## config.mk

```make
export PLATFORM = sky130hd
export DESIGN_NAME = pwb_decoder
export DESIGN_NICKNAME = d
export VERILOG_FILES = /design/src/design/pwb_pkg.sv /design/src/design/pwb_decoder.sv
export SDC_FILE = /design/constraint.sdc
export NUM_CORES = 1
export LEC_CHECK = 0
export ABC_CLOCK_PERIOD_IN_PS = 10300
export BUFFER_PORTS_ARGS = -buffer_cell sky130_fd_sc_hd__buf_2
export CELL_PAD_IN_SITES_DETAIL_PLACEMENT = 0
export CELL_PAD_IN_SITES_GLOBAL_PLACEMENT = 1
export CORE_AREA = 2 2 109 111
export CTS_CLUSTER_SIZE = 16
export DETAILED_ROUTE_END_ITERATION = 6
export DIE_AREA = 0 0 111 113
export GPL_ROUTABILITY_DRIVEN = 0
export PLACE_DENSITY_LB_ADDON = 0.3
export SLEW_MARGIN = 20
export SYNTH_ARGS = -nofsm -noshare
export SYNTH_HDL_FRONTEND = slang
export SYNTH_SLANG_ARGS = --single-unit
export TNS_END_PERCENT = 50
```

## constraint.sdc

```tcl
create_clock -name clk -period 10.3 [get_ports clk]
set_clock_uncertainty 0.05 [all_clocks]
set_input_delay 0.515 -clock clk [delete_from_list [all_inputs] [get_ports clk]]
set_output_delay 0.515 -clock clk [all_outputs]
set_load 0.005 [all_outputs]
```

## src/design/pwb_pkg.sv

```systemverilog
`default_nettype none

package pwb_pkg;

    // Field and window geometry
    localparam int SAMPLE_W     = 16;
    localparam int WINDOW_DEPTH = 1024;
    localparam int POS_W        = $clog2(WINDOW_DEPTH);
    localparam int SUM_W        = SAMPLE_W + $clog2(WINDOW_DEPTH);
    localparam int CNT_W        = 16;
    localparam int CFG_W        = 16;
    localparam int BYTE_W       = 8;
    localparam int BITPOS_W     = $clog2(BYTE_W);

    // APB port geometry
    localparam int PADDR_W = 4;
    localparam int PDATA_W = 32;

    // Register reset values
    localparam logic [CFG_W-1:0] LEVEL_THRESHOLD_RST   = 16'd200;
    localparam logic [CFG_W-1:0] LONG_PULSE_LENGTH_RST = 16'd50;
    localparam logic [CFG_W-1:0] END_GAP_LENGTH_RST    = 16'd1000;
    localparam logic             LETTERS_ONLY_RST      = 1'b1;

    typedef enum logic [1:0] {
        REG_LEVEL_THRESHOLD   = 2'd0,
        REG_LONG_PULSE_LENGTH = 2'd1,
        REG_END_GAP_LENGTH    = 2'd2,
        REG_LETTERS_ONLY      = 2'd3
    } reg_index_t;

    typedef enum logic [1:0] {
        LINE_IDLE  = 2'd0,
        LINE_PULSE = 2'd1,
        LINE_GAP   = 2'd2
    } line_state_t;

    typedef struct packed {
        logic [CFG_W-1:0] level_threshold;
        logic [CFG_W-1:0] long_pulse_length;
        logic [CFG_W-1:0] end_gap_length;
        logic             letters_only;
    } cfg_t;

    typedef struct packed {
        logic [SAMPLE_W-1:0] average;
        line_state_t         line_state;
        logic                byte_valid;
        logic [BYTE_W-1:0]   byte_value;
        logic                message_end;
    } result_t;

endpackage

`default_nettype wire

```

## src/design/pwb_decoder.sv

```systemverilog
`default_nettype none

module pwb_decoder (
    input  wire logic                             clk,
    input  wire logic                             rst_n,
    input  wire logic                             step,
    input  wire logic [pwb_pkg::SAMPLE_W-1:0]     avg,
    input  wire pwb_pkg::cfg_t                    cfg,
    output      pwb_pkg::result_t                 result
);

    localparam logic [pwb_pkg::BYTE_W-1:0] CHAR_SPACE = 8'h20;
    localparam logic [pwb_pkg::CNT_W-1:0]  CNT_MAX    = '1;
    localparam logic [pwb_pkg::BITPOS_W-1:0] LAST_BIT = '1;

    pwb_pkg::line_state_t                 state_reg,  state_next;
    logic [pwb_pkg::CNT_W-1:0]            pulse_reg,  pulse_next;
    logic [pwb_pkg::CNT_W-1:0]            gap_reg,    gap_next;
    logic [pwb_pkg::BYTE_W-1:0]           byte_reg,   byte_next;
    logic [pwb_pkg::BITPOS_W-1:0]         bitpos_reg, bitpos_next;
    pwb_pkg::result_t                     result_reg, result_next;

    logic                                 level_high;
    logic                                 level_low;
    logic [pwb_pkg::CNT_W-1:0]            pulse_inc;
    logic [pwb_pkg::CNT_W-1:0]            gap_inc;
    logic [pwb_pkg::BYTE_W-1:0]           byte_shift;
    logic                                 is_letter;

    // Classify the level and form saturating counts
    assign level_high = avg > cfg.level_threshold;
    assign level_low  = avg < cfg.level_threshold;
    assign pulse_inc  = (pulse_reg == CNT_MAX) ? CNT_MAX : pulse_reg + 1'b1;
    assign gap_inc    = (gap_reg == CNT_MAX) ? CNT_MAX : gap_reg + 1'b1;
    assign byte_shift = byte_reg
                      | (pwb_pkg::BYTE_W'(pulse_inc > cfg.long_pulse_length) << bitpos_reg);
    assign is_letter  = byte_shift inside {[8'h41:8'h5A], [8'h61:8'h7A]};

    // Next state and result
    always_comb
    begin
        state_next  = state_reg;
        pulse_next  = pulse_reg;
        gap_next    = gap_reg;
        byte_next   = byte_reg;
        bitpos_next = bitpos_reg;

        result_next             = '0;
        result_next.average     = avg;

        case (state_reg)
            pwb_pkg::LINE_PULSE:
            begin
                pulse_next = pulse_inc;
                if (level_low)
                begin
                    state_next = pwb_pkg::LINE_GAP;
                    gap_next   = '0;
                    if (bitpos_reg == LAST_BIT)
                    begin
                        result_next.byte_valid = 1'b1;
                        result_next.byte_value = (cfg.letters_only && !is_letter)
                                               ? CHAR_SPACE : byte_shift;
                        byte_next   = '0;
                        bitpos_next = '0;
                    end
                    else
                    begin
                        byte_next   = byte_shift;
                        bitpos_next = bitpos_reg + 1'b1;
                    end
                end
            end
            pwb_pkg::LINE_GAP:
            begin
                gap_next = gap_inc;
                if (level_high)
                begin
                    state_next = pwb_pkg::LINE_PULSE;
                    pulse_next = '0;
                end
                if (gap_inc > cfg.end_gap_length)
                begin
                    gap_next                = '0;
                    state_next              = pwb_pkg::LINE_IDLE;
                    result_next.message_end = 1'b1;
                end
            end
            default:
            begin
                state_next = pwb_pkg::LINE_IDLE;
                if (level_high)
                begin
                    state_next  = pwb_pkg::LINE_PULSE;
                    pulse_next  = '0;
                    byte_next   = '0;
                    bitpos_next = '0;
                end
            end
        endcase

        result_next.line_state = state_next;
    end

    // Advance decoder state one beat at a time
    always_ff @(posedge clk or negedge rst_n)
    begin
        if (!rst_n)
        begin
            state_reg  <= pwb_pkg::LINE_IDLE;
            pulse_reg  <= '0;
            gap_reg    <= '0;
            byte_reg   <= '0;
            bitpos_reg <= '0;
            result_reg <= '0;
        end
        else if (step)
        begin
            state_reg  <= state_next;
            pulse_reg  <= pulse_next;
            gap_reg    <= gap_next;
            byte_reg   <= byte_next;
            bitpos_reg <= bitpos_next;
            result_reg <= result_next;
        end
    end

    assign result = result_reg;

    // A finished byte always leaves the decoder in the gap state
    a_byte_in_gap: assert property (@(posedge clk) disable iff (!rst_n)
        result_reg.byte_valid |-> result_reg.line_state == pwb_pkg::LINE_GAP)
        else $error("byte completed outside gap state");

    // End of message always returns to idle
    a_end_idle: assert property (@(posedge clk) disable iff (!rst_n)
        result_reg.message_end |-> result_reg.line_state == pwb_pkg::LINE_IDLE)
        else $error("message end without idle");

    // Byte value is zero when no byte was completed
    a_byte_zero: assert property (@(posedge clk) disable iff (!rst_n)
        !result_reg.byte_valid |-> result_reg.byte_value == '0)
        else $error("byte value without byte");

endmodule

`default_nettype wire

```

==> results of run 1 <==
## kinds of logic (layout without fill, tap and decap cells)
group / count (synthesis) / after routing / share of synthesized area
XOR/XNOR: 15 / 15 / 0.02616
buffers and inverters: 87 / 180 / 0.06902
flip-flops: 71 / 71 / 0.3538
AO/OA/AOI/OAI: 143 / 143 / 0.1951
AND/OR/NAND/NOR: 168 / 168 / 0.1792
adder cells (fa/ha/maj): 54 / 54 / 0.1346
multiplexers: 19 / 19 / 0.04211
## worst max-delay path by stage
stage / to / slack, ps / depth (start not counted)
after floorplan: result[1] / 6530 / 19
after global placement: result[7] / 6110 / 15
after detailed placement: byte_reg[1] / 5890 / 15
after CTS: byte_reg[1] / 5850 / 15
after global routing: byte_reg[1] / 5250 / 15
final: byte_reg[1] / 5800 / 15
## worst max-delay path: cells and delay by family, from the launching register on
family / cells / cell delay, ps
simple gates: 10 / 2410
compound gates: 4 / 1220
flops: 1 / 400
fa+ha+maj: 1 / 340
## metrics by stage
stage	util	power [W]	cell area, um^2	cells
2_1_floorplan	-	0.0004701	5021	557
3_3_place_gp	0.4961	0.0005327	5592	777
3_5_place_dp	0.4961	0.0005385	5592	777
4_1_cts	0.5216	0.0008364	5879	793
5_1_grt	0.5219	0.0008794	5883	793
6_report	0.5219	0.0008266	5883	793
## power groups by stage
stage / clock [W] / combinational (W) / sequential (W)
2_1_floorplan: 0 / 0.000150 / 0.000320
3_3_place_gp: 0 / 0.000207 / 0.000326
3_5_place_dp: 0 / 0.000211 / 0.000328
4_1_cts: 0.000301 / 0.000212 / 0.000323
5_1_grt: 0.000314 / 0.000239 / 0.000327
6_report: 0.000293 / 0.000211 / 0.000323
## cell usage in the layout, fill, tap and decap left out, types with 3 or more instances in the layout
master | netlist | final
a31oi_1 | 12 | 12
o211ai_1 | 3 | 3
o21a_1 | 8 | 8
o32ai_1 | 8 | 8
nor3_1 | 6 | 6
a32o_1 | 3 | 3
dfrtp_1 | 71 | 71
o22ai_1 | 3 | 3
and3_1 | 13 | 13
nor2b_1 | 9 | 9
ha_1 | 54 | 54
and2_1 | 5 | 5
buf_2 | 4 | 95
nor2_1 | 30 | 30
clkbuf_16 | 0 | 9
o21ai_0 | 25 | 25
nand2b_1 | 9 | 9
nand4_1 | 12 | 12
nor4_1 | 6 | 6
xnor2_1 | 11 | 11
inv_1 | 68 | 68
clkbuf_8 | 0 | 3
a21o_1 | 14 | 14
nand3_1 | 22 | 22
a22o_1 | 20 | 20
mux2_2 | 17 | 17
nand2_1 | 41 | 41
a21oi_1 | 30 | 30
or3_1 | 3 | 3
xor2_1 | 4 | 4
## per-layer routing
layer,vias to the layer above,wire length (um)
li1,2171,-
met1,1978,5469
met2,93,5317
met3,9,474
met4,0,116
met5,-,0
## cell type report
cell class,count,area share
Sequential cell,71,0.3020
Timing Repair Buffer,96,0.08209
Clock buffer,14,0.04658
Tap cell,143,0.03041
Multi-Input combinational cell,399,0.4932
Clock inverter,2,0.002339
Inverter,68,0.04339
## cells in the mapped netlist (all sizes together), types with 14 or more instances
cell,instances
nor2,32
dfrtp,71
o21ai,27
a21o,14
mux2,17
nand3,23
nand2,41
inv,68
a21oi,30
a22o,20
and3,14
ha,54
==> summary.md, run 1 <==
| Metric | Value |
|---|---|
| Status | `finished clean` |
| Combinational fraction of design power | `0.255` |
| Initial drt markers | `200` |
| PD cells | `roughly 140 nW/um^2` |
| Critical path class | `reg -> reg` |
| Min Hold Slack | `341.0 ps` |
| Total track usage | `0.1872` |
| Synth Flop Type | `dfrtp_1` |
| Routed Antenna Nets | `0` |
| Internal power | `0.0005664 W` |
| # H-tree levels | `3` |
| RSZ-0062 raised after global routing | `false` |
| Setup Buffers After CTS | `0` |
| Largest register FFs | `28` |
| Die Wd | `roughly 110 um` |
| Vias in the first global route | `4215` |
| Mapped Area | `5021 um^2` |
| Ports | `96` |
| Slew HR | `0.4026` |
| Worst slew pin tran | `around 900 ps` |
| Min Tclk post-route | `between 4000 and 5000 ps` |
| Final Net Count | `roughly 770` |
| Final Cycle Share | `0.4369` |
| DP Wirelength | `8758 um` |
| Grt total ovfl | `0` |
| Worst VDD drop | `0.09669 mV` |
| Row count | `39` |
| Sequential fraction of design power | `0.390` |
| HP Class | `in -> async` |
| Post-synthesis cell count | `557` |
| Critical Path Sink Type | `register` |
| Synthesized Nets | `679` |
| Most area-consuming cells after synthesis | `dfrtp_1, ha_1, inv_1` |
| Top-area cell type share of the netlist area | `0.3538` |
| CP Data Arrival Time | `about 4700 ps` |
| Post-route setup TNS | `0 ps` |
| Synth Area per Inst | `9.014 um^2` |
| Port Buffers | `95` |
| Clock Latency Late Sink | `330 ps` |
| FMAX | `around 220 MHz` |
| Routed WL per cell | `14.35 um` |
| Final worst setup slack | `5800 ps` |
| Routed via count | `4251` |
| Starting Density | `0.4454` |
| Post-CTS sizing | `0` |
| Max cap viols | `0` |
| Root buffer cell | `clkbuf_16` |
| Register area | `~1800 um^2` |
| Drt pass-1 iters | `4` |
| Crit-path cells | `and3_1, and3_1, nor4b_4, nand3_1, nor3_1, nand3_1, o21a_1, ha_1, nand4_2, a2111o_1, a31oi_1, nand2_1, nor4_1, a21oi_1, nor2_1` |
| Sw frac | `0.3148` |
| Critical Path Start Type | `register` |
| Leading area contributor after synthesis | `dfrtp_1` |
| R2r endpoint | `byte_reg[1]` |
| Synth cell types | `57` |
| Ant diodes | `0` |
| Initial antenna violation count | `0` |
| Global-route wire length before repair | `19450 um` |
| Crit path launch | `pulse_reg[2]` |
| Synth async-reset ratio | `1.000` |
| R2r worst-path depth | `15` |
| Vias per Instance | `between 5 and 6` |
| Fraction of layout cells with a size suffix above 1 | `0.2169` |
| Slowest CP cell | `nor4_1` |
| # fillers | `1049` |
| Synth warn | `0` |
| Die height | `113 um` |
| CTS tree | `done` |
| Clock-pin slew on the worst setup and hold paths | `50 ps` |
| Switching pwr | `0.0002602 W` |
| Clock power frac | `0.355` |
| Pins Over Slew Limit | `0` |
| Die area | `12540 um^2` |
| Cts bufs inserted | `9` |
| Core region area | `11270 um^2` |
| # DRC | `0` |
| DP Worst Slack | `5889 ps` |
| Gr busiest metal | `met2` |
| Setup-failing EPs final | `0` |
| Max incr delay on CP | `~570 ps` |
| Sequential fraction of the synthesis area | `0.3538` |
| CTS max path bufs | `2` |
| Clock Sinks | `71` |
| M1 GR Usage | `0.2474` |
| Global routing usage on met2 | `0.3207` |
| M3 GR Usage | `0.03267` |
| Area growth syn-to-layout | `17.17%` |
| Post-synth EDFFs | `0` |
| Largest net degree at the start of global routing | `72` |
| Multi-input gate area | `2902 um^2` |
| Hold Fails Final Rpt | `0` |
| Worst reg2reg startpoint | `pulse_reg[2]` |
| WL final | `11380 um` |
| Leakage | `a little over 3 nW` |
| Crit path max fanout | `6` |
| Hold_buf cts | `0` |
| R2R setup slack | `slightly below 6000 ps` |
| WP data required | `about 11000 ps` |
| #FFs+latches synth | `between 70 and 80` |
Note: power is estimated with default switching activity, not from simulation.
==> run 2: changes to the inputs <==
--- a/config.mk
+++ b/config.mk
@@ -5,14 +5,15 @@
 export SDC_FILE = /design/constraint.sdc
 export NUM_CORES = 1
 export LEC_CHECK = 0
-export ABC_CLOCK_PERIOD_IN_PS = 10300
+export ABC_AREA = 1
+export ABC_CLOCK_PERIOD_IN_PS = 4600
 export BUFFER_PORTS_ARGS = -buffer_cell sky130_fd_sc_hd__buf_2
 export CELL_PAD_IN_SITES_DETAIL_PLACEMENT = 0
 export CELL_PAD_IN_SITES_GLOBAL_PLACEMENT = 1
-export CORE_AREA = 2 2 109 111
+export CORE_AREA = 2 2 115 117
 export CTS_CLUSTER_SIZE = 16
 export DETAILED_ROUTE_END_ITERATION = 6
-export DIE_AREA = 0 0 111 113
+export DIE_AREA = 0 0 117 119
 export GPL_ROUTABILITY_DRIVEN = 0
 export PLACE_DENSITY_LB_ADDON = 0.3
 export SLEW_MARGIN = 20
==> constraint.sdc (replaced) <==
create_clock -name clk -period 4.6 [get_ports clk]
set_clock_uncertainty 0.05 [all_clocks]
set_input_delay 0.23 -clock clk [delete_from_list [all_inputs] [get_ports clk]]
set_output_delay 0.23 -clock clk [all_outputs]
set_load 0.005 [all_outputs]
==> run 2 against run 1 <==
  * Total power rose by 130%
  * Utilization is 5.2 points lower
  * Critical endpoint is now gap_reg[9]
  * Sequential cell count unchanged
  * Largest power group unchanged
  * Setup slack worse by 5100 ps
  * Via count rose by 5.4%
  * Global-route usage down 0.51 points
  * Synthesized cell count rose by 17%
  * Die area grew 11%
  * Sequential power is 120% higher
==> summary.md, run 2 <==
| Metric | Value |
|---|---|
| Status | `finished clean` |
| Cts bufs inserted | `9 (unchanged)` |
| Most frequent cell after synthesis | `nand2_1` |
| Sequential fraction of the synthesis area | `0.3493 (-0.004526)` |
| Most area-consuming cells after synthesis | `dfrtp_1, ha_1, nand2_1` |
| Slowest CP cell | `nor2_1` |
| Largest net degree at the start of global routing | `42 (-42%)` |
| Main combinational cell family by area after synthesis | `simple AND/OR/NAND/NOR gates` |
| Drt pass-1 iters | `4 (unchanged)` |
| Commonest non-fill, non-tap cell in the layout | `nand2_1` |
| Post-synth EDFFs | `0 (unchanged)` |
| Clock Sinks | `71 (unchanged)` |
| CTS max path bufs | `2 (unchanged)` |
| Compound-Gate Fraction of Synth Area | `0.1257 (-0.06941)` |
| Worst reg2reg startpoint | `gap_reg[0]` |
| PD cells | `316.1 nW/um^2 (+130%)` |
| Clock power frac | `0.365 (+0.010)` |
| Synth Area per Inst | `7.777 um^2 (-14%)` |
| Max cap viols | `0 (unchanged)` |
| #FFs+latches synth | `71 (unchanged)` |
| FMAX | `253.4 MHz (+14%)` |
| Final Net Count | `876 (+14%)` |
| Grt total ovfl | `0 (unchanged)` |
| CTS tree | `done` |
| Vias in the first global route | `4497 (+6.7%)` |
| Crit-path cells | `ha_1, nand2_1, nor2_2, nand3_1, nor3_4, nand2_2, nor2_2, inv_1, nand2_1, nor2_1, inv_1, ha_1, a21oi_1, o21ai_0, nand4_1, o211a_1, a32oi_1, nor2_1, nand2_2, o21ai_0` |
| XOR/XNOR Fraction of Synth Area | `0.02411 (-0.002057)` |
| Worst slew pin tran | `580.4 ps (-315.7 ps)` |
| Synth Flop Type | `dfrtp_1` |
| Root buffer cell | `clkbuf_16` |
| Max incr delay on CP | `410 ps (-160 ps)` |
| CP Data Arrival Time | `4130 ps (-580 ps)` |
| Post-route setup TNS | `0 ps (unchanged)` |
| Slew HR | `0.6131 (+0.2104)` |
| Mapped Area | `5086 um^2 (+1.3%)` |
| Area growth syn-to-layout | `19.07%` |
| Clock-pin slew on the worst setup and hold paths | `60 ps (about the same)` |
| Leakage | `3.402 nW (+10%)` |
| Synthesized Nets | `776 (+14%)` |
| Leading area contributor after synthesis | `dfrtp_1` |
| Critical Path Start Type | `register` |
| Hold Fails Final Rpt | `0 (unchanged)` |
| Setup-failing EPs final | `0 (unchanged)` |
| Routed via count | `4482 (+5.4%)` |
| Clock Latency Late Sink | `330 ps (about the same)` |
| Crit path max fanout | `12 (+6)` |
| Min Tclk post-route | `3946 ps (-553.8 ps)` |
| Synth cell types | `43 (-25%)` |
| Sequential fraction of design power | `0.373 (-0.017)` |
| Commonest non-fill, non-tap cells in the layout | `nand2_1, inv_1, buf_2, dfrtp_1, nor2_1` |
| Post-synthesis cell count | `654 (+17%)` |
| Pins Over Slew Limit | `0 (unchanged)` |
| Top-area cell type share of the netlist area | `0.3493 (-0.004526)` |
| Crit path launch | `gap_reg[0]` |
| Core region area | `12870 um^2 (+14%)` |
| RSZ-0062 raised after global routing | `false` |
| Synth async-reset ratio | `1.000 (unchanged)` |
| Critical path class | `reg -> reg` |
| Largest register FFs | `28 (unchanged)` |
| Die Wd | `117 um (+5.4%)` |
| Port Buffers | `95 (unchanged)` |
| # DRC | `0 (unchanged)` |
| Internal power | `0.001274 W (+130%)` |
| Critical Path Sink Type | `register` |
| Sw frac | `0.3343 (+0.01957)` |
| Routed WL per cell | `12.64 um (-12%)` |
| Starting Density | `0.3950 (-0.05040)` |
| # H-tree levels | `3 (unchanged)` |
| Die area | `13920 um^2 (+11%)` |
| Post-synthesis mux area share | `0 (-0.04211)` |
| Post-synth top cells | `nand2_1, inv_1, dfrtp_1` |
| Switching pwr | `0.0006401 W (+150%)` |
| Final Cycle Share | `0.8579 (+0.4210)` |
| Worst VDD drop | `0.1802 mV (+86%)` |
| Initial drt markers | `149 (-26%)` |
| HP Class | `in -> reg` |
| Die height | `119 um (+5.3%)` |
| Fraction of layout cells with a size suffix above 1 | `0.2203 (+0.003394)` |
| Non-Filler Instances | `934 (+18%)` |
| Row count | `42 (+7.7%)` |
| WP data required | `4790 ps (-5720 ps)` |
| Adder-cell area share of the yosys netlist | `0.1328 (-0.001721)` |
| Synth Area in Simple Gates | `0.2642 (+0.08504)` |
| Placed Instances | `918 (+18%)` |
| Synth warn | `0 (unchanged)` |
| Hold Crit Start | `avg[4]` |
| Vias per Instance | `4.799 (-10%)` |
| Initial antenna violation count | `0 (unchanged)` |
| Global-route wire length before repair | `20440 um (+5.1%)` |
| Combinational fraction of design power | `0.262 (+0.007)` |
| Ports | `96 (unchanged)` |
| Routed Antenna Nets | `0 (unchanged)` |
| DP Wirelength | `9303 um (+6.2%)` |
| Total track usage | `0.1822 (-0.005084)` |
| Ant diodes | `0 (unchanged)` |
| WL final | `11800 um (+3.7%)` |
==> run 2: cell count changes in the layout (fill, tap and decap cells not counted), sizes merged, moves of 14 or more <==
cell   before  now
nand2      41  148
inv        68  125
nor2       32   66
a22o       20    0
mux2       17    0
o22ai       3   19
and3       14    0
==> run 2: cell families (layout without fill, tap and decap cells) <==
family,after synthesis,count (layout)
and+or+nand+nor,278,278
buffers and inverters,136,240
AOI/OAI and AO/OA,101,101
DFF,71,71
adders and majority gates,54,54
xor gates and xnor gates,14,14
==> run 2: what timing repair did <==
| item | 4_1_cts | 5_1_grt |
|---|---|---|
| buffers inserted | 0 | 0 |
| endpoints found under the setup margin | 0 | 0 |
| hold endpoints to repair | 0 | 40 |
| resized for setup | 0 | 0 |
| hold buffers | 0 | 1 |
==> run 2: critical path, delay by kind of cell, from the launching register on <==
family	cells	cell delay, ps
fa+ha+maj	2	440
flops	1	400
compound gates	5	750
simple gates	11	2070
buf+inv	2	140
==> run 2: routing by layer <==
| layer | up-vias | share of wire | global-route usage |
|---|---|---|---|
| met4 | 0 | 0.0064 | 0.03456 |
| met5 | - | 0 | 0 |
| met1 | 2075 | 0.45 | 0.2400 |
| li1 | 2306 | - | - |
| met3 | 8 | 0.055 | 0.04631 |
| met2 | 93 | 0.48 | 0.3035 |
==> run 2: layout make-up <==
class / count / area [um^2]
clock buffer: 10 / 239.0
clock inverter: 5 / 58.81
fill: 1267 / 6819
inverter: 127 / 476.7
multi-input combinational: 447 / 2781
sequential: 71 / 1777
tap: 176 / 220.2
timing repair buffer: 98 / 503.0
==> run 2: path summary, 6_finish.rpt <==
kind                                end  slack (ps)  cells after the start
setup / recovery             gap_reg[9]         650                     20
hold / removal               result[16]          70                      3
setup reg to reg             gap_reg[9]         650                     20
hold reg to reg              result[19]         420                      2
max in group asynchronous    result[26]        3280                      3
min in group asynchronous  pulse_reg[3]         380                      2
==> run 2: power by group through the flow <==
stage | Clock, W | Sequential, W | Combinational (W)
after floorplan | 0 | 0.000717 | 0.000355
after global placement | 0 | 0.000723 | 0.000493
after detailed placement | 0 | 0.000724 | 0.000507
after CTS | 0.000715 | 0.000714 | 0.000509
after global routing | 0.000739 | 0.000721 | 0.000583
final | 0.000699 | 0.000714 | 0.000501
==> run 2: through the flow <==
stage                     instance area (um^2)  power [W]  utilization  setup WS, ps  hold WS [ps]
after detailed placement                  5746   0.001231       0.4463         628.5         404.8
after global placement                    5746   0.001216       0.4463         829.1         397.5
after CTS                                 6043   0.001938       0.4694         587.2         53.53
after global routing                      6056   0.002043       0.4704         116.0         77.16
after floorplan                           5086   0.001072            -          1452        -115.6
final                                     6056   0.001915       0.4704         653.7         69.92
==> run 3: changes to the inputs <==
--- a/config.mk
+++ b/config.mk
@@ -15,7 +15,7 @@
 export DETAILED_ROUTE_END_ITERATION = 6
 export DIE_AREA = 0 0 117 119
 export GPL_ROUTABILITY_DRIVEN = 0
-export PLACE_DENSITY_LB_ADDON = 0.3
+export PLACE_DENSITY = 0.77
 export SLEW_MARGIN = 20
 export SYNTH_ARGS = -nofsm -noshare
 export SYNTH_HDL_FRONTEND = slang
==> run 3 against run 2 <==
  * Clock-buffer cell count is 1 lower
  * Largest cell class unchanged
  * Die area unchanged
  * Non-clock buffer count unchanged
  * Global-route usage rose by 0.14 points
  * Sequential cell count is the same
==> summary.md, run 3 (synthesized netlist as in run 2, its figures left out) <==
| Metric | Value |
|---|---|
| Status | `finished clean` |
| Ports | `96 (unchanged)` |
| Vias in the first global route | `4465 (-0.71%)` |
| Die Wd | `117 um (unchanged)` |
| # DRC | `0 (unchanged)` |
| PD cells | `332.6 nW/um^2 (+5.2%)` |
| Placed Area | `5746 um^2 (unchanged)` |
| Worst VDD drop | `0.2107 mV (+17%)` |
| Max cap viols | `0 (unchanged)` |
| Final Cycle Share | `0.8407 (-0.01715)` |
| Ant diodes | `0 (unchanged)` |
| Vias per Instance | `4.790 (-0.17%)` |
| Initial antenna violation count | `0 (unchanged)` |
| Worst slew pin tran | `904.9 ps (+324.4 ps)` |
| Root buffer cell | `clkbuf_16` |
| # H-tree levels | `3 (unchanged)` |
| Fin area | `6101 um^2 (+0.74%)` |
| R2R setup slack | `730 ps (+80 ps)` |
| Global-route wire length before repair | `20470 um (+0.14%)` |
| Starting Density | `0.3950 (unchanged)` |
| Clock-pin slew on the worst setup and hold paths | `60 ps (about the same)` |
| Setup Buffers After CTS | `0 (unchanged)` |
| Slew HR | `0.3968 (-0.2163)` |
| Area growth syn-to-layout | `19.95%` |
| Critical Path Start Type | `register` |
| CP Data Arrival Time | `4070 ps (-60 ps)` |
| Fraction of layout cells with a size suffix above 1 | `0.2213 (+0.001027)` |
| Crit-path cells | `ha_1, nand2_1, nor2_2, nand3_1, nor3_4, nand2_2, nor2_2, inv_1, nand2_1, nor2_1, inv_1, ha_1, a21oi_1, o21ai_0, nand4_1, o211a_1, a32oi_1, nor2_1, nand2_2, o21ai_0` |
| Non-Filler Instances | `935 (+0.11%)` |
| Initial drt markers | `139 (-6.7%)` |
| Commonest non-fill, non-tap cell in the layout | `nand2_1` |
| FMAX | `258.6 MHz (+2.0%)` |
| WP data required | `4800 ps (about the same)` |
| Routed WL per cell | `12.61 um (-0.17%)` |
| Clock Sinks | `71 (unchanged)` |
| CTS max path bufs | `2 (unchanged)` |
| Critical path class | `reg -> reg` |
| Routed via count | `4479 (-0.067%)` |
| Worst reg2reg startpoint | `gap_reg[0]` |
| R2r worst-path depth | `20 (unchanged)` |
| Commonest non-fill, non-tap cells in the layout | `nand2_1, inv_1, buf_2, dfrtp_1, nor2_1` |
| Die area | `13920 um^2 (unchanged)` |
| Grt total ovfl | `0 (unchanged)` |
| Final Net Count | `876 (unchanged)` |
| Slowest CP cell | `nor2_1` |
| CTS tree | `done` |
| RSZ-0062 raised after global routing | `false` |
| Post-layout util | `0.4739 (+0.003498)` |
| WL final | `11790 um (about the same)` |
| Port Buffers | `95 (unchanged)` |
| Largest register FFs | `28 (unchanged)` |
| Core region area | `12870 um^2 (unchanged)` |
| Final worst setup slack | `732.6 ps (+78.88 ps)` |
| HP Class | `in -> reg` |
| DP Worst Slack | `691.9 ps (+63.42 ps)` |
| Crit path max fanout | `12 (unchanged)` |
| Setup-failing EPs final | `0 (unchanged)` |
| Min Tclk post-route | `3867 ps (-78.88 ps)` |
| Placed Instances | `918 (unchanged)` |
| Post-route setup TNS | `0 ps (unchanged)` |
| Drt pass-1 iters | `4 (unchanged)` |
| Hold_buf cts | `1 (+1)` |
| Post-CTS sizing | `0 (unchanged)` |
| Hold Fails Final Rpt | `0 (unchanged)` |
| Clock Latency Late Sink | `340 ps (about the same)` |
| Max incr delay on CP | `410 ps (about the same)` |
| Die height | `119 um (unchanged)` |
| Row count | `42 (unchanged)` |
| Cts bufs inserted | `9 (unchanged)` |
| DP Wirelength | `9303 um (about the same)` |
| Worst Hold Path EP | `result[18]` |
| Total track usage | `0.1836 (+0.001398)` |
| Hold Path Stages | `3 (unchanged)` |
| Largest net degree at the start of global routing | `40 (-4.8%)` |
| Routed Antenna Nets | `0 (unchanged)` |
| Hold Crit Start | `avg[6]` |
| Critical Path Sink Type | `register` |
| Pins Over Slew Limit | `0 (unchanged)` |
| R2r endpoint | `gap_reg[9]` |
| Leakage | `3.426 nW (+0.72%)` |
run 3: cell count changes in the layout (fill, tap and decap cells not counted), sizes merged:
cell      previous run  this run
clkinvlp             2         1
clkbuf              10         9
bufinv               1         3
inv                125       126
run 3: critical path: cells and delay by family, from the launching register on:
kind	cells	cell delay (ps)
AOI/OAI and AO/OA	5	710
adders and majority gates	2	420
buffers and inverters	2	130
DFF	1	380
and+or+nand+nor	11	2070
run 3: power breakdown:
group          switching (W)  internal (W)
clock               0.000283      0.000532
combinational       0.000327      0.000172
sequential         0.0000447      0.000671
run 3: area by class of cell:
class / instances / area, um^2
clock buffers: 9 / 225.2
well taps: 176 / 220.2
inverters: 127 / 476.7
multi-input cells: 447 / 2781
flip-flops and latches: 71 / 1777
fillers: 1293 / 6774
clock inverters: 7 / 120.1
repair buffers: 98 / 500.5
run 3: layer usage:
| layer | part of all wire | vias to the layer above | GRT usage | wire, um |
|---|---|---|---|---|
| met5 | 0 | - | 0 | 0 |
| met4 | 0.019 | 0 | 0.05882 | 223 |
| met3 | 0.057 | 16 | 0.04122 | 671 |
| met2 | 0.46 | 97 | 0.2897 | 5438 |
| met1 | 0.46 | 2052 | 0.2492 | 5461 |
| li1 | - | 2314 | - | - |
run 3: worst max path at each step:
stage	from	endpoint	slack, ps	depth (start not counted)
after floorplan	pulse_reg[0]	result[6]	1450	24
after global placement	gap_reg[0]	gap_reg[9]	710	20
after detailed placement	gap_reg[0]	gap_reg[9]	690	20
after CTS	gap_reg[0]	gap_reg[9]	650	20
after global routing	gap_reg[0]	gap_reg[9]	240	20
final	gap_reg[0]	gap_reg[9]	730	20
run 3: per-stage QoR:
step                total power, W  hold slack (ps)
floorplan                 0.001072           -115.6
global placement          0.001220            339.9
detailed placement        0.001235            357.9
CTS                       0.002055            55.86
global route              0.002165            72.23
finish                    0.002029            63.01
